File: config.mk
export PLATFORM = sky130hd
export DESIGN_NAME = multilink_delivery_time_max
export DESIGN_NICKNAME = d
export VERILOG_FILES = /design/src/rtl/core/mdtm_pkg.sv /design/src/rtl/core/mdtm_div.sv /design/src/rtl/core/mdtm_dpath.sv /design/src/rtl/core/mdtm_ctrl.sv /design/src/rtl/core/multilink_delivery_time_max.sv
export SDC_FILE = /design/constraint.sdc
export NUM_CORES = 1
export LEC_CHECK = 0
export BUFFER_PORTS_ARGS = -buffer_cell sky130_fd_sc_hd__buf_2
export CAP_MARGIN = 30
export CORE_ASPECT_RATIO = 0.9
export CORE_MARGIN = 2
export CORE_UTILIZATION = 37
export DETAILED_ROUTE_END_ITERATION = 12
export GPL_TIMING_DRIVEN = 0
export PLACE_DENSITY_LB_ADDON = 0.15
export SYNTH_ARGS = -nofsm -noshare
export SYNTH_HDL_FRONTEND = slang
export SYNTH_SLANG_ARGS = --single-unit
File: constraint.sdc
create_clock -name clk -period 8.53 [get_ports clk]
set_input_delay 0 -clock clk [delete_from_list [all_inputs] [get_ports clk]]
set_output_delay 0 -clock clk [all_outputs]
set_load 0.1 [all_outputs]
File: src/rtl/core/mdtm_pkg.sv
// Shared types and constants for the multilink delivery time estimator.
package mdtm_pkg;

  localparam int unsigned QWidth     = 24;
  localparam int unsigned BufWidth   = 32;
  localparam int unsigned TimeWidth  = 32;
  localparam int unsigned DvdWidth   = 51;
  localparam int unsigned DvsWidth   = 34;
  localparam int unsigned TxWidth    = 35;
  localparam int unsigned StepWidth  = 6;
  localparam int unsigned SumWidth   = 52;
  localparam int unsigned ChunkShift = 11;
  localparam int unsigned BufShift   = 19;

  localparam logic [StepWidth-1:0] DivLastStep = StepWidth'(DvdWidth - 1);
  localparam logic [9:0]           KiloFactor  = 10'd1000;
  localparam logic [QWidth-1:0]    DefBwReset  = 24'd256;
  localparam logic [QWidth-1:0]    DefLatReset = 24'd12800;

  typedef enum logic {
    CFG_DEFAULT_BW  = 1'b0,
    CFG_DEFAULT_LAT = 1'b1
  } cfg_index_t;

  typedef struct packed {
    logic [QWidth-1:0]   chunk_size;
    logic [QWidth-1:0]   bandwidth;
    logic                bandwidth_known;
    logic [QWidth-1:0]   latency;
    logic                latency_known;
    logic [BufWidth-1:0] buffer_occupancy;
    logic                buffer_known;
    logic                last_link;
  } link_t;

  typedef struct packed {
    logic [TimeWidth-1:0] delivery_time;
    logic                 saturated;
  } result_t;

  typedef struct packed {
    logic load;
    logic div_init_tx;
    logic div_step;
    logic div_init_buf;
    logic update;
    logic emit;
  } ctrl_cmd_t;

  typedef struct packed {
    logic skip;
    logic bw_zero;
    logic div_last;
  } dp_status_t;

endpackage

File: src/rtl/core/mdtm_div.sv
// Restoring shift-subtract divider that produces one quotient bit per cycle while step is high.
module mdtm_div (
  input  logic                          clk,
  input  logic                          init,
  input  logic                          step,
  input  logic [mdtm_pkg::DvdWidth-1:0] dividend,
  input  logic [mdtm_pkg::DvsWidth-1:0] divisor,
  output logic [mdtm_pkg::DvdWidth-1:0] quotient,
  output logic                          last_step
);
  import mdtm_pkg::*;

  logic [DvdWidth-1:0]  quo;
  logic [DvsWidth-1:0]  rem;
  logic [DvsWidth-1:0]  dvs;
  logic [StepWidth-1:0] cnt;
  logic [DvsWidth:0]    trial;
  logic [DvsWidth:0]    diff;
  logic                 ge;

  always_comb begin
    trial = {rem, quo[DvdWidth-1]};
    ge    = trial >= {1'b0, dvs};
    diff  = trial - {1'b0, dvs};
  end

  always_ff @(posedge clk) begin
    if (init) begin
      quo <= dividend;
      rem <= '0;
      dvs <= divisor;
      cnt <= '0;
    end else if (step) begin
      quo <= {quo[DvdWidth-2:0], ge};
      rem <= ge ? diff[DvsWidth-1:0] : trial[DvsWidth-1:0];
      cnt <= cnt + StepWidth'(1);
    end
  end

  assign quotient  = quo;
  assign last_step = (cnt == DivLastStep);

endmodule

File: src/rtl/core/mdtm_dpath.sv
// Datapath: configuration registers, link operands, divider and frame maximum.
module mdtm_dpath (
  input  logic                        clk,
  input  logic                        rst,
  input  mdtm_pkg::ctrl_cmd_t         cmd,
  output mdtm_pkg::dp_status_t        status,
  input  mdtm_pkg::link_t             link,
  input  logic                        cfg_write,
  input  logic                        cfg_index,
  input  logic [mdtm_pkg::QWidth-1:0] cfg_data,
  output mdtm_pkg::result_t           result,
  output logic                        result_strobe
);
  import mdtm_pkg::*;

  logic [QWidth-1:0]    def_bw;
  logic [QWidth-1:0]    def_lat;
  logic [QWidth-1:0]    chunk;
  logic [QWidth-1:0]    bw;
  logic [QWidth-1:0]    lat;
  logic [BufWidth-1:0]  buf_bytes;
  logic                 last;
  logic [DvsWidth-1:0]  bw_kilo;
  logic [TxWidth-1:0]   tx;
  logic [TimeWidth-1:0] running_max;
  logic                 overflow_seen;

  logic                 div_init;
  logic [DvdWidth-1:0]  div_dividend;
  logic [DvsWidth-1:0]  div_divisor;
  logic [DvdWidth-1:0]  quotient;
  logic                 div_last;

  logic [SumWidth-1:0]  sum;
  logic                 link_sat;
  logic [TimeWidth-1:0] link_time;

  always_ff @(posedge clk) begin
    if (rst) begin
      def_bw  <= DefBwReset;
      def_lat <= DefLatReset;
    end else if (cfg_write) begin
      unique case (cfg_index_t'(cfg_index))
        CFG_DEFAULT_BW:  def_bw  <= cfg_data;
        CFG_DEFAULT_LAT: def_lat <= cfg_data;
        default: ;
      endcase
    end
  end

  always_ff @(posedge clk) begin
    if (cmd.load) begin
      chunk     <= link.chunk_size;
      bw        <= link.bandwidth_known ? link.bandwidth : def_bw;
      lat       <= link.latency_known ? link.latency : def_lat;
      buf_bytes <= link.buffer_known ? link.buffer_occupancy : '0;
      last      <= link.last_link;
    end
    if (cmd.div_init_tx) begin
      bw_kilo <= DvsWidth'(bw) * DvsWidth'(KiloFactor);
    end
    if (cmd.div_init_buf) begin
      tx <= quotient[TxWidth-1:0];
    end
  end

  always_comb begin
    div_init     = cmd.div_init_tx | cmd.div_init_buf;
    div_dividend = cmd.div_init_tx
                 ? {{(DvdWidth - QWidth - ChunkShift){1'b0}}, chunk, {ChunkShift{1'b0}}}
                 : {buf_bytes, {BufShift{1'b0}}};
    div_divisor  = cmd.div_init_tx ? DvsWidth'(bw) : bw_kilo;
  end

  mdtm_div u_div (
    .clk       (clk),
    .init      (div_init),
    .step      (cmd.div_step),
    .dividend  (div_dividend),
    .divisor   (div_divisor),
    .quotient  (quotient),
    .last_step (div_last)
  );

  always_comb begin
    sum       = SumWidth'(tx) + SumWidth'(lat) + SumWidth'(quotient);
    link_sat  = (bw == '0) || (sum[SumWidth-1:TimeWidth] != '0);
    link_time = link_sat ? '1 : sum[TimeWidth-1:0];
  end

  always_ff @(posedge clk) begin
    if (rst) begin
      running_max   <= '0;
      overflow_seen <= 1'b0;
      result_strobe <= 1'b0;
    end else begin
      result_strobe <= 1'b0;
      if (cmd.update) begin
        if (link_time > running_max) begin
          running_max <= link_time;
        end
        overflow_seen <= overflow_seen | link_sat;
      end
      if (cmd.emit && last) begin
        result_strobe <= 1'b1;
        running_max   <= '0;
        overflow_seen <= 1'b0;
      end
    end
  end

  always_ff @(posedge clk) begin
    if (cmd.emit && last) begin
      result.delivery_time <= running_max;
      result.saturated     <= overflow_seen;
    end
  end

  always_comb begin
    status.skip     = (chunk == '0);
    status.bw_zero  = (bw == '0);
    status.div_last = div_last;
  end

endmodule

File: src/rtl/core/mdtm_ctrl.sv
// Controller state machine that sequences one link record through the datapath.
module mdtm_ctrl (
  input  logic                 clk,
  input  logic                 rst,
  input  logic                 start,
  output logic                 busy,
  input  mdtm_pkg::dp_status_t status,
  output mdtm_pkg::ctrl_cmd_t  cmd
);
  import mdtm_pkg::*;

  typedef enum logic [6:0] {
    S_IDLE    = 7'b0000001,
    S_LOAD    = 7'b0000010,
    S_DIV_TX  = 7'b0000100,
    S_SAVE_TX = 7'b0001000,
    S_DIV_BUF = 7'b0010000,
    S_UPDATE  = 7'b0100000,
    S_FINISH  = 7'b1000000
  } state_t;

  state_t state;
  state_t state_next;

  always_ff @(posedge clk) begin
    if (rst) begin
      state <= S_IDLE;
    end else begin
      state <= state_next;
    end
  end

  always_comb begin
    state_next = state;
    cmd        = '0;
    unique case (state)
      S_IDLE: begin
        if (start) begin
          cmd.load   = 1'b1;
          state_next = S_LOAD;
        end
      end
      S_LOAD: begin
        priority if (status.skip) begin
          state_next = S_FINISH;
        end else if (status.bw_zero) begin
          state_next = S_UPDATE;
        end else begin
          cmd.div_init_tx = 1'b1;
          state_next      = S_DIV_TX;
        end
      end
      S_DIV_TX: begin
        cmd.div_step = 1'b1;
        if (status.div_last) begin
          state_next = S_SAVE_TX;
        end
      end
      S_SAVE_TX: begin
        cmd.div_init_buf = 1'b1;
        state_next       = S_DIV_BUF;
      end
      S_DIV_BUF: begin
        cmd.div_step = 1'b1;
        if (status.div_last) begin
          state_next = S_UPDATE;
        end
      end
      S_UPDATE: begin
        cmd.update = 1'b1;
        state_next = S_FINISH;
      end
      S_FINISH: begin
        cmd.emit   = 1'b1;
        state_next = S_IDLE;
      end
      default: begin
        state_next = S_IDLE;
      end
    endcase
  end

  assign busy = (state != S_IDLE);

endmodule

File: src/rtl/core/multilink_delivery_time_max.sv
// Top level of the multilink frame delivery time estimator.
//
// A link record is taken on a cycle with start high and busy low. Busy then
// stays high while the record is processed; a new record can be started once
// busy is low again.
// A counted link passes through S_LOAD, which also starts the transmission
// time division on the shared bit-serial divider, S_DIV_TX, S_SAVE_TX, which
// starts the buffer drain division, S_DIV_BUF, S_UPDATE and S_FINISH. The two
// divisions make up most of the busy time. A link with a zero chunk goes from
// S_LOAD to S_FINISH and one with zero bandwidth from S_LOAD to S_UPDATE.
// When the record carries last_link, the frame maximum and its saturation flag
// are registered on result, with result_strobe high for exactly one cycle as
// busy falls, and the frame state clears. The receiver cannot stall.
// The configuration channel takes a write in every cycle (cfg_ready is tied
// high); index 0 sets the default bandwidth and index 1 the default latency.
// Writes are meant to happen only while busy is low.
// Synchronous reset returns the controller to idle, clears the frame maximum
// and restores the default registers to 1.0 Mbps and 50.0 ms.
module multilink_delivery_time_max (
  input  logic                        clk,
  input  logic                        rst,
  input  logic                        start,
  output logic                        busy,
  input  mdtm_pkg::link_t             link,
  output mdtm_pkg::result_t           result,
  output logic                        result_strobe,
  input  logic                        cfg_valid,
  output logic                        cfg_ready,
  input  logic                        cfg_index,
  input  logic [mdtm_pkg::QWidth-1:0] cfg_data
);
  import mdtm_pkg::*;

  ctrl_cmd_t  cmd;
  dp_status_t status;

  assign cfg_ready = 1'b1;

  mdtm_ctrl u_ctrl (
    .clk    (clk),
    .rst    (rst),
    .start  (start),
    .busy   (busy),
    .status (status),
    .cmd    (cmd)
  );

  mdtm_dpath u_dpath (
    .clk           (clk),
    .rst           (rst),
    .cmd           (cmd),
    .status        (status),
    .link          (link),
    .cfg_write     (cfg_valid & cfg_ready),
    .cfg_index     (cfg_index),
    .cfg_data      (cfg_data),
    .result        (result),
    .result_strobe (result_strobe)
  );

endmodule
==> flow_summary.rst, run 1 <==
.. list-table::
   :header-rows: 1

   * - Metric
     - Value
   * - Core Rows
     - 91
   * - Most numerous cell on the critical path
     - sky130_fd_sc_hd__a21o_1
   * - Non-filler instance count after layout
     - 3,858
   * - Clock Power Share
     - 27.7%
   * - Die outline height
     - 254.9 um
   * - Final count of hold timing violations
     - 0
   * - Leading cell types in the layout, fill and taps excluded
     - sky130_fd_sc_hd__nand2_1 (338), sky130_fd_sc_hd__edfxtp_1 (289), sky130_fd_sc_hd__a21oi_1 (211)
   * - Final HPWL from detailed placement
     - 55,340 um
   * - Proportion of power drawn by combinational gates
     - 40.4%
   * - Highest metal layer used by the detailed router
     - met5
   * - Cell family with most CP delay
     - compound AO/OA/AOI/OAI gates
   * - First drt pass iteration count
     - 5
   * - Distinct cell type count of the synthesized netlist
     - 81
   * - Headroom to the max-slew limit
     - 42.19%
   * - Stage delay of the slowest cell on the critical path
     - 570 ps
   * - Global-route wire length before repair
     - 111,600 um
   * - Avg Cell Area, Syn
     - 10.40 um2
   * - Port bufs
     - 169
   * - Source of the worst register-to-register timing path
     - u_dpath.lat[6]$_DFFE_PP_
   * - Worst Setup End Kind
     - register
   * - Post-synthesis adder-cell area fraction
     - 17.23%
   * - Minimum period implied by the final worst setup slack
     - 8228 ps
   * - Sequential cell fraction of total power
     - 31.9%
   * - Critical-path maximum fanout
     - 10
   * - Synth Area in Compound Gates
     - 14.30%
   * - Total of warnings raised by yosys
     - 0
   * - Vias after detailed routing
     - 20,260
   * - Final Slew Violations
     - 0
   * - Wire length reported by the detailed router
     - 72,700 um
   * - Peak ir drop on the vdd network
     - 0.0002283 V
   * - GR Overflow Total
     - 0
   * - Transition time at the pin with the least slew margin
     - 862.5 ps
   * - Buffers & Inverters on Critical Path
     - 3
   * - Main synth FF type
     - sky130_fd_sc_hd__edfxtp_1
   * - TritonCTS buffer count
     - 49
   * - Share of synthesized cell area in and, or, nand and nor gates
     - 13.33%
   * - Required time at the endpoint of the critical path
     - 8990 ps
   * - Clock sink total
     - 418
   * - CTS clk-pin slew, worst paths
     - 60 ps
   * - Fin Clk Skew
     - 28.84 ps
   * - DP Area
     - 28,090 um2
   * - Clock network latency to the later pin of the worst-skew pair
     - 620 ps
   * - Placeable core region
     - 68,880 um2
   * - Nets
     - 3,322
   * - Antenna-violating nets left
     - 0
   * - Area share of xor/xnor cells in the synthesized design
     - 4.231%
   * - Boundary pin count
     - 173
   * - Switching Share
     - 34.90%
   * - Number of H-tree levels
     - 2
   * - Mux share of post-synthesis cell area
     - 3.631%
   * - Signal arrival time at the worst endpoint
     - 8690 ps
   * - Maximum capacitance violations
     - 0
   * - FMAX
     - 121.5 MHz
   * - Final Util
     - 46.36%
   * - Static Leakage
     - 12.42 nW
   * - Sw power
     - 2.824 mW
   * - Yosys reg bits
     - 418
   * - Number of antenna violations at the first check in global routing
     - 6
   * - PwrDens
     - 253.4 nW/um2
   * - Longest Clk Path Bufs
     - 3
   * - Final weighted congestion of routability-driven global placement
     - 0.9193
   * - Slowest cell on crit path
     - sky130_fd_sc_hd__a2111o_2
   * - P_int
     - 5.268 mW
   * - CTS root buffer
     - sky130_fd_sc_hd__clkbuf_16
   * - Residual DRC
     - 0
   * - Final setup violation count
     - 0
   * - Most common library cell in the layout ignoring fill and taps
     - sky130_fd_sc_hd__nand2_1
   * - Kind of path behind the tightest hold check
     - primary input to register
   * - Share of final-layout standard cells stronger than drive strength 1
     - 15.84%
   * - Status
     - completed
   * - Combined global-route utilization of all metal layers
     - 19.81%
   * - Worst setup SP type
     - register
   * - DR WL met3
     - 4256 um
   * - Die outline area
     - 72,070 um2
   * - Mapped Area
     - 25,880 um2
   * - Met2 WL post-DR
     - 31,130 um
   * - Area Growth Syn to Fin
     - 23.41%
   * - Tcrit/Tclk final
     - 96.45%
   * - Sequential-to-total area share from yosys stat
     - 43.52%
   * - Cells after synthesis
     - 2,488
   * - Critical setup path kind
     - register to register
   * - Launch point of the critical path
     - u_dpath.lat[6]$_DFFE_PP_
   * - Routed length on met1
     - 35,580 um
   * - Finished Cell Area
     - 31,930 um2
   * - Detailed Route Iter0 Violations
     - 1,349
   * - Via density per instance
     - 5.251
   * - Combinational family with the most area after synthesis
     - adder cells
   * - Net count after synthesis
     - 2,928
   * - Post-DR wirelength/cell
     - 18.84 um
   * - Async set-reset flop share out of synthesis
     - 0%
   * - Via count of the first global-routing pass
     - 20,010
   * - Worst Slack Setup Final
     - 302.4 ps
   * - Post-synth EDFFs
     - 289
   * - TritonCTS clock tree
     - yes
   * - Placed cells
     - 3,599
   * - Starting density of the core
     - 37.57%
   * - Hold path startpoint
     - link[1]
   * - Post-place setup slack
     - -2173 ps
   * - Pin count of the biggest net entering global routing
     - 41
   * - Horizontal die dimension
     - 282.8 um
tightest hold or removal path, cell delays in order:
cell and delay, ps:
sky130_fd_sc_hd__buf_2 120, sky130_fd_sc_hd__clkbuf_1 170, sky130_fd_sc_hd__and2_1 170
cell families (layout without fill, tap and decap cells):
family                     after synthesis  count (layout)
adders and majority gates              303             303
other                                    1               6
and+or+nand+nor                        731             731
muxes                                   85              85
DFF                                    418             418
xor gates and xnor gates               125             125
buffers and inverters                  248             683
AOI/OAI and AO/OA                      577             577
state kept, by name, summed over array words and instances, names as in the netlist, 6 cells and up:
| signal | count |
|---|---|
| u_dpath.u_div.quotient | 51 |
| u_dpath.tx | 35 |
| u_dpath.u_div.dvs | 34 |
| u_dpath.u_div.rem | 34 |
| u_dpath.result | 33 |
| u_dpath.buf_bytes | 32 |
| u_dpath.running_max | 32 |
| u_dpath.bw_kilo | 31 |
| u_dpath.bw | 24 |
| u_dpath.chunk | 24 |
| u_dpath.def_bw | 24 |
| u_dpath.def_lat | 24 |
| u_dpath.lat | 24 |
| u_ctrl.state | 7 |
| u_dpath.u_div.cnt | 6 |
layer usage:
metal	global-route usage (%)	vias up
met1	28.98	9785
met5	0	-
met2	29.98	567
li1	-	9798
met3	3.551	105
met4	5.533	4
stage by stage:
step           hold WS (ps)  TNS [ps]  power [mW]
6_report              32.54         0       8.092
5_1_grt               48.96     -1605       8.669
4_1_cts               14.45         0       8.135
3_5_place_dp          178.1    -68560       5.795
3_3_place_gp          179.3    -65010       5.763
2_1_floorplan         98.87         0       5.086
final timing paths:
check,endpoint,slack [ps],cells after the start
max,u_dpath.running_max[18]$_SDFFE_PP0P_,300,35
min,u_dpath.buf_bytes[8]$_SDFFCE_PN0P_,30,3
max reg2reg,u_dpath.running_max[18]$_SDFFE_PP0P_,300,35
min reg2reg,u_dpath.overflow_seen$_SDFFE_PP0P_,450,2
what timing repair did:
action | CTS | global route
resized for setup | 39 | 73
setup endpoints to repair | 32 | 32
hold endpoints to repair | 155 | 0
buffers inserted | 4 | 11
hold buffers | 150 | 0
pin swaps | 7 | 21
Yosys cell counts, types with 15 or more instances:
cell type	count	area [um2]
sky130_fd_sc_hd__a211oi_1	15	112.6
sky130_fd_sc_hd__o311ai_0	16	140.1
sky130_fd_sc_hd__a22oi_1	19	142.6
sky130_fd_sc_hd__inv_1	155	581.8
sky130_fd_sc_hd__o21ai_0	92	460.4
sky130_fd_sc_hd__o21bai_1	17	127.6
sky130_fd_sc_hd__edfxtp_1	289	8678
sky130_fd_sc_hd__a21oi_1	217	1086
sky130_fd_sc_hd__dfxtp_1	129	2582
sky130_fd_sc_hd__mux2_2	71	799.5
sky130_fd_sc_hd__nor3_1	45	225.2
sky130_fd_sc_hd__nor2b_1	27	168.9
sky130_fd_sc_hd__a311oi_1	33	289.0
sky130_fd_sc_hd__a21o_1	44	330.3
sky130_fd_sc_hd__clkbuf_1	72	270.3
sky130_fd_sc_hd__xnor2_1	75	656.9
sky130_fd_sc_hd__and2_1	47	294.0
sky130_fd_sc_hd__ha_1	214	2678
sky130_fd_sc_hd__a31oi_1	16	100.1
sky130_fd_sc_hd__nand4_1	34	212.7
sky130_fd_sc_hd__nand2b_1	22	137.6
sky130_fd_sc_hd__fa_1	89	1782
sky130_fd_sc_hd__xor2_1	50	437.9
sky130_fd_sc_hd__nand2_1	339	1272
sky130_fd_sc_hd__nor2_1	93	349.1
sky130_fd_sc_hd__o21a_1	20	150.1
sky130_fd_sc_hd__nand3_1	48	240.2
final cells by class:
| class | instances | area [um2] |
|---|---|---|
| Timing Repair Buffer | 346 | 2650 |
| Clock inverter | 21 | 282.8 |
| Multi-Input combinational cell | 1822 | 14150 |
| Sequential cell | 418 | 11260 |
| Clock buffer | 71 | 1433 |
| Buffer | 89 | 395.4 |
| Tap cell | 930 | 1164 |
| Antenna cell | 5 | 12.51 |
| Inverter | 156 | 585.6 |
| Fill cell | 6398 | 36950 |
power by group through the flow:
stage | Sequential (mW) | Clock, mW | Combinational (mW)
6_report | 2.58 | 2.24 | 3.27
3_3_place_gp | 2.64 | 0 | 3.12
3_5_place_dp | 2.62 | 0 | 3.17
2_1_floorplan | 2.59 | 0 | 2.50
4_1_cts | 2.58 | 2.29 | 3.26
5_1_grt | 2.60 | 2.36 | 3.71
Power figures use the tool's default switching activity.
==> run 2: changes to the inputs <==
--- a/config.mk
+++ b/config.mk
@@ -9,7 +9,7 @@
 export CAP_MARGIN = 30
 export CORE_ASPECT_RATIO = 0.9
 export CORE_MARGIN = 2
-export CORE_UTILIZATION = 37
+export CORE_UTILIZATION = 62
 export DETAILED_ROUTE_END_ITERATION = 12
 export GPL_TIMING_DRIVEN = 0
 export PLACE_DENSITY_LB_ADDON = 0.15
==> run 2 against run 1 <==
Flip-flop and latch count unchanged. Global-route usage grew 14 points. Critical endpoint is now u_dpath.running_max[30]$_SDFFE_PP0P_. First-iteration DRC count grew 53%. Non-clock buffer count shrank 6. Critical path depth increased by 2. Critical path type unchanged. Via count is 5.1% higher.
==> flow_summary.rst, run 2 (same netlist as run 1, synthesis figures left out) <==
.. list-table::
   :header-rows: 1

   * - Metric
     - Value
   * - Port bufs
     - 169
   * - Slowest cell on crit path
     - sky130_fd_sc_hd__a2111o_1
   * - Filler cell count in the final layout
     - 2,674
   * - Final Util
     - 76.01%
   * - Leading cell types in the layout, fill and taps excluded
     - sky130_fd_sc_hd__nand2_1 (335), sky130_fd_sc_hd__edfxtp_1 (289), sky130_fd_sc_hd__a21oi_1 (209)
   * - Overall Power
     - 8.041 mW
   * - TritonCTS clock tree
     - yes
   * - Via count of the first global-routing pass
     - 20,980
   * - Finished Cell Area
     - 31,090 um2
   * - Signal arrival time at the worst endpoint
     - 8840 ps
   * - Largest register FFs
     - 51
   * - DP Area
     - 27,620 um2
   * - Combined global-route utilization of all metal layers
     - 33.83%
   * - Multi-input logic area
     - 14,110 um2
   * - Antenna-violating nets left
     - 0
   * - Fin Clk Skew
     - 25.97 ps
   * - Detailed Route Iter0 Violations
     - 2,068
   * - RSZ-0062 raised after global routing
     - yes
   * - Final weighted congestion of routability-driven global placement
     - 0.9661
   * - PwrDens
     - 258.6 nW/um2
   * - Post-DR wirelength/cell
     - 21.29 um
   * - Switching Share
     - 37.01%
   * - Wire length reported by the detailed router
     - 73,500 um
   * - Vias after detailed routing
     - 21,300
   * - Longest Clk Path Bufs
     - 3
   * - Residual DRC
     - 0
   * - Required time at the endpoint of the critical path
     - 9010 ps
   * - Sequential cell fraction of total power
     - 32.1%
   * - Number of H-tree levels
     - 2
   * - Worst setup SP type
     - register
   * - Final count of hold timing violations
     - 0
   * - Clock Power Share
     - 24.4%
   * - Non-filler instance count after layout
     - 3,453
   * - Peak ir drop on the vdd network
     - 0.0004780 V
   * - FMAX
     - 119.7 MHz
   * - Placed cells
     - 3,210
   * - Share of final-layout standard cells stronger than drive strength 1
     - 15.85%
   * - CTS root buffer
     - sky130_fd_sc_hd__clkbuf_16
   * - TritonCTS buffer count
     - 45
   * - Internal reg-to-reg setup slack
     - 180 ps
   * - Horizontal die dimension
     - 219.4 um
   * - Number of antenna violations at the first check in global routing
     - 5
   * - CTS clk-pin slew, worst paths
     - 60 ps
   * - Headroom to the max-slew limit
     - 28.11%
   * - Maximum capacitance violations
     - 0
   * - Final HPWL from detailed placement
     - 52,370 um
   * - Most common library cell in the layout ignoring fill and taps
     - sky130_fd_sc_hd__nand2_1
   * - Transition time at the pin with the least slew margin
     - 1070 ps
   * - Core Rows
     - 70
   * - Via density per instance
     - 6.168
   * - Die outline area
     - 43,390 um2
   * - Most numerous cell on the critical path
     - sky130_fd_sc_hd__a21o_1
   * - Final Slew Violations
     - 0
   * - Area Growth Syn to Fin
     - 20.15%
   * - P_int
     - 5.065 mW
   * - GR Overflow Total
     - 0
   * - Clock network latency to the later pin of the worst-skew pair
     - 590 ps
   * - Pin count of the biggest net entering global routing
     - 41
   * - Die outline height
     - 197.8 um
   * - Proportion of power drawn by combinational gates
     - 43.5%
   * - Worst Setup End Kind
     - register
   * - Tcrit/Tclk final
     - 97.92%
   * - Nets
     - 3,312
   * - Sw power
     - 2.976 mW
   * - Static Leakage
     - 12.28 nW
   * - Placeable core region
     - 40,900 um2
   * - Critical-path maximum fanout
     - 10
   * - Final setup violation count
     - 0
   * - Starting density of the core
     - 63.27%
   * - First drt pass iteration count
     - 5
   * - Stage delay of the slowest cell on the critical path
     - 560 ps
   * - Minimum period implied by the final worst setup slack
     - 8353 ps
   * - Global-route wire length before repair
     - 113,400 um
   * - Area occupied by registers
     - 11,260 um2
   * - Clock sink total
     - 418
   * - Critical setup path kind
     - register to register
   * - Kind of path behind the tightest hold check
     - primary input to register
   * - Status
     - completed
   * - Boundary pin count
     - 173
==> run 2: cell types whose count changed in the layout (fill, tap and decap cells not counted), moves of 3 or more <==
cell	previous run	this run
sky130_fd_sc_hd__nand2_1	338	335
sky130_fd_sc_hd__ha_1	204	207
sky130_fd_sc_hd__clkinv_4	0	4
sky130_fd_sc_hd__nand2_2	1	4
sky130_fd_sc_hd__ha_4	8	4
sky130_fd_sc_hd__buf_6	4	8
sky130_fd_sc_hd__inv_16	3	0
sky130_fd_sc_hd__dlygate4sd3_1	150	144
sky130_fd_sc_hd__a311oi_2	13	18
sky130_fd_sc_hd__a311oi_1	19	14
sky130_fd_sc_hd__clkinvlp_4	3	0
sky130_fd_sc_hd__inv_6	1	4
sky130_fd_sc_hd__clkbuf_16	52	45
sky130_fd_sc_hd__clkinv_2	6	10
==> run 2: worst max-delay path: cells and delay by family, from the launching register on <==
kind	cells	cell delay (ps)
buffers and inverters	5	930
flip-flops	1	430
adder cells (fa/ha/maj)	3	950
AO/OA/AOI/OAI	20	4470
XOR/XNOR	1	140
AND/OR/NAND/NOR	8	1320
==> run 2: path summary, 6_finish.rpt <==
kind,start,to,cells after the start
worst max-delay path,u_dpath.lat[6]$_DFFE_PP_,u_dpath.running_max[30]$_SDFFE_PP0P_,37
worst min-delay path,link[1],u_dpath.buf_bytes[27]$_SDFFCE_PN0P_,3
worst max register to register,u_dpath.lat[6]$_DFFE_PP_,u_dpath.running_max[30]$_SDFFE_PP0P_,37
worst min register to register,u_dpath.overflow_seen$_SDFFE_PP0P_,u_dpath.result[0]$_DFFE_PP_,0
==> run 2: final cells by class <==
type                            instances  area share, %
Multi-Input combinational cell       1822          45.37
Sequential cell                       418          36.22
Timing Repair Buffer                  340          8.371
Clock buffer                           61          3.976
Tap cell                              540          2.173
Inverter                              156          1.883
Buffer                                 89          1.280
Clock inverter                         22         0.6882
Antenna cell                            5        0.04024
==> run 2: power groups by stage <==
stage | combinational (mW) | sequential, mW | clock (mW)
6_report | 3.50 | 2.58 | 1.96
5_1_grt | 3.85 | 2.59 | 2.06
4_1_cts | 3.39 | 2.58 | 1.97
3_5_place_dp | 3.27 | 2.62 | 0
3_3_place_gp | 3.13 | 2.63 | 0
2_1_floorplan | 2.50 | 2.59 | 0
==> run 2: through the flow <==
step           TNS [ps]  hold slack, ps  setup WS, ps
2_1_floorplan         0           98.87         892.5
3_3_place_gp     -63590           178.4         -2017
3_5_place_dp     -53060           178.4         -1714
4_1_cts               0           18.77         58.23
5_1_grt           -1720           52.85        -92.32
6_report              0           77.45         177.2
==> run 2: timing repair <==
item	CTS	global route
hold endpoints to repair	181	0
endpoints found under the setup margin	32	32
resized for setup	46	66
hold buffers	144	0
buffers inserted	10	4
pin swaps	11	11
==> run 2: per-layer routing <==
| layer | vias to the layer above | global-route usage, % | part of all wire, % |
|---|---|---|---|
| met4 | 0 | 12.24 | 3.3 |
| met1 | 10350 | 48.31 | 44 |
| met2 | 997 | 51.65 | 44 |
| met3 | 167 | 6.421 | 8.7 |
| met5 | - | 0 | 0 |
| li1 | 9785 | - | - |
==> run 3: changes to the inputs <==
--- a/config.mk
+++ b/config.mk
@@ -5,13 +5,13 @@
 export SDC_FILE = /design/constraint.sdc
 export NUM_CORES = 1
 export LEC_CHECK = 0
+export ABC_CLOCK_PERIOD_IN_PS = 8530
 export BUFFER_PORTS_ARGS = -buffer_cell sky130_fd_sc_hd__buf_2
 export CAP_MARGIN = 30
 export CORE_ASPECT_RATIO = 0.9
 export CORE_MARGIN = 2
-export CORE_UTILIZATION = 62
+export CORE_UTILIZATION = 39
 export DETAILED_ROUTE_END_ITERATION = 12
-export GPL_TIMING_DRIVEN = 0
 export PLACE_DENSITY_LB_ADDON = 0.15
 export SYNTH_ARGS = -nofsm -noshare
 export SYNTH_HDL_FRONTEND = slang
==> run 3 against run 2 <==
Routed wire length decreased by 6.4%. Cell area decreased by 0.52%. Utilization decreased by 29 points. Worst hold slack got worse by 38 ps. Largest cell class unchanged.
==> flow_summary.rst, run 3 (same netlist as run 1, synthesis figures left out) <==
.. list-table::
   :header-rows: 1

   * - Metric
     - Value
   * - WHS Path Cells
     - 2
   * - Headroom to the max-slew limit
     - 36.59%
   * - DR WL met3
     - 3525 um
   * - Kind of path behind the tightest hold check
     - primary input to register
   * - CTS clk-pin slew, worst paths
     - 60 ps
   * - Worst Setup End Kind
     - register
   * - Starting density of the core
     - 39.45%
   * - Hold Path End
     - u_dpath.buf_bytes[15]$_SDFFCE_PN0P_
   * - Critical-path maximum fanout
     - 30
   * - Cells on worst reg2reg path
     - 37
   * - P_int
     - 5.109 mW
   * - Residual DRC
     - 0
   * - DP Area
     - 27,800 um2
   * - Count of cell instances traversed by the critical path
     - 37
   * - Peak ir drop on the vdd network
     - 0.0002259 V
   * - Final HPWL from detailed placement
     - 50,900 um
   * - Port bufs
     - 171
   * - Fin Clk Skew
     - 33.24 ps
   * - Worst setup SP type
     - register
   * - Final weighted congestion of routability-driven global placement
     - 0.8590
   * - Number of antenna violations at the first check in global routing
     - 4
   * - Setup tns final
     - 0 ps
   * - Internal reg-to-reg setup slack
     - 430 ps
   * - Number of H-tree levels
     - 2
   * - Most common library cell in the layout ignoring fill and taps
     - sky130_fd_sc_hd__nand2_1
   * - Leading cell types in the layout, fill and taps excluded
     - sky130_fd_sc_hd__nand2_1 (337), sky130_fd_sc_hd__edfxtp_1 (289), sky130_fd_sc_hd__a21oi_1 (212)
   * - Buffers & Inverters on Critical Path
     - 4
   * - Die outline height
     - 248.4 um
   * - Clock network latency to the later pin of the worst-skew pair
     - 600 ps
   * - Clock Power Share
     - 26.0%
   * - Sequential cell fraction of total power
     - 32.8%
   * - Hold path startpoint
     - link[1]
   * - Stage delay of the slowest cell on the critical path
     - 570 ps
   * - CTS root buffer
     - sky130_fd_sc_hd__clkbuf_16
   * - Highest metal layer used by the detailed router
     - met5
   * - Die outline area
     - 68,430 um2
   * - Global-route wire length before repair
     - 108,000 um
   * - Clock sink total
     - 418
   * - Maximum capacitance violations
     - 0
   * - Vias after detailed routing
     - 19,730
   * - Source of the worst register-to-register timing path
     - u_dpath.tx[5]$_DFFE_PP_
   * - Switching Share
     - 35.05%
   * - GR Overflow Total
     - 0
   * - Static Leakage
     - 12.06 nW
   * - Status
     - completed
   * - FMAX
     - 123.5 MHz
   * - TritonCTS buffer count
     - 48
   * - Tcrit/Tclk final
     - 94.91%
   * - Placeable core region
     - 65,590 um2
   * - Largest register FFs
     - 51
   * - Nets
     - 3,229
   * - Final count of hold timing violations
     - 0
   * - Via count of the first global-routing pass
     - 19,670
   * - Antenna-violating nets left
     - 0
   * - Pin count of the biggest net entering global routing
     - 79
   * - TritonCTS clock tree
     - yes
   * - Met2 WL post-DR
     - 30,090 um
   * - Wire length reported by the detailed router
     - 68,830 um
   * - Combined global-route utilization of all metal layers
     - 19.97%
   * - Required time at the endpoint of the critical path
     - 9020 ps
   * - Finished Cell Area
     - 30,930 um2
   * - Slowest cell on crit path
     - sky130_fd_sc_hd__a2111o_1
   * - Routed length on met1
     - 33,750 um
   * - Sw power
     - 2.756 mW
   * - Critical setup path kind
     - register to register
   * - Minimum period implied by the final worst setup slack
     - 8095 ps
   * - Non-filler instance count after layout
     - 3,695
   * - Final Slew Violations
     - 0
   * - Cell family with most CP delay
     - compound AO/OA/AOI/OAI gates
   * - Share of final-layout standard cells stronger than drive strength 1
     - 14.67%
   * - Post-DR wirelength/cell
     - 18.63 um
   * - Core Rows
     - 89
   * - Via density per instance
     - 5.339
   * - Proportion of power drawn by combinational gates
     - 41.2%
   * - Horizontal die dimension
     - 275.5 um
   * - Most numerous cell on the critical path
     - sky130_fd_sc_hd__a21o_1
   * - Placed cells
     - 3,465
   * - Boundary pin count
     - 173
   * - PwrDens
     - 254.3 nW/um2
   * - First drt pass iteration count
     - 5
   * - Final setup violation count
     - 0
   * - Longest Clk Path Bufs
     - 3
   * - Area Growth Syn to Fin
     - 19.53%
   * - Signal arrival time at the worst endpoint
     - 8590 ps
   * - FF-to-FF End
     - u_dpath.running_max[21]$_SDFFE_PP0P_
   * - Detailed Route Iter0 Violations
     - 1,307
   * - Transition time at the pin with the least slew margin
     - 951.2 ps
## run 3: cell count changes in the layout (fill, tap and decap cells not counted), sizes merged
cell	before	now
clkbuf	127	69
buf	219	208
dlygate4sd3	144	135
clkinv	15	10
clkinvlp	0	2
diode	5	3
bufinv	3	4
## run 3: power by group through the flow
stage               clock network, mW  logic [mW]  registers, mW
detailed placement                  0        3.16           2.62
floorplan                           0        2.50           2.59
CTS                              2.10        3.23           2.58
finish                           2.05        3.24           2.58
global placement                    0        3.12           2.62
global route                     2.18        3.67           2.60
## run 3: metal layers
metal	global-route usage, %	up-vias
met1	28.84	9608
li1	-	9603
met5	0	-
met4	4.881	2
met2	31.04	424
met3	3.480	91
## run 3: how the worst max path moves through the flow
stage | start | to | slack [ps]
final | u_dpath.tx[5]$_DFFE_PP_ | u_dpath.running_max[21]$_SDFFE_PP0P_ | 430
after global routing | u_dpath.lat[0]$_DFFE_PP_ | u_dpath.running_max[21]$_SDFFE_PP0P_ | -30
after CTS | u_dpath.tx[6]$_DFFE_PP_ | u_dpath.running_max[21]$_SDFFE_PP0P_ | 60
after detailed placement | u_dpath.tx[6]$_DFFE_PP_ | u_dpath.running_max[5]$_SDFFE_PP0P_ | -120
after global placement | u_dpath.lat[2]$_DFFE_PP_ | u_dpath.running_max[28]$_SDFFE_PP0P_ | 170
after floorplan | u_dpath.tx[0]$_DFFE_PP_ | u_dpath.running_max[10]$_SDFFE_PP0P_ | 890
## run 3: what timing repair did
action / CTS / global route
buffers inserted: 0 / 3
endpoints found under the hold margin: 154 / 0
gates resized for setup: 3 / 51
hold buffers: 135 / 0
endpoints found under the setup margin: 32 / 32
pin swaps: 0 / 7
## run 3: stage by stage
stage          util, %  hold slack, ps  worst slack [ps]  power [mW]
6_report         47.16           39.46             434.5       7.865
5_1_grt          47.16           61.23            -34.97       8.442
4_1_cts          46.81           1.221             56.49       7.916
3_5_place_dp     42.39           178.1            -121.4       5.779
3_3_place_gp     42.36           179.2             165.8       5.740
2_1_floorplan        -           98.87             892.5       5.086
## run 3: worst reg2reg max path, delay by kind of cell (launching register included)
family / cells / cell delay [ps]
AOI/OAI and AO/OA: 22 / 4900
adders and majority gates: 3 / 960
and+or+nand+nor: 7 / 890
buffers and inverters: 4 / 680
DFF: 1 / 370
xor gates and xnor gates: 1 / 230
## run 3: area by class of cell
type | instances | area [um2]
Clock buffer | 69 | 1300
Timing Repair Buffer | 343 | 2551
Fill cell | 6063 | 34660
Tap cell | 864 | 1081
Antenna cell | 3 | 7.507
Sequential cell | 418 | 11260
Clock inverter | 20 | 240.2
Inverter | 156 | 585.6
Multi-Input combinational cell | 1822 | 13900
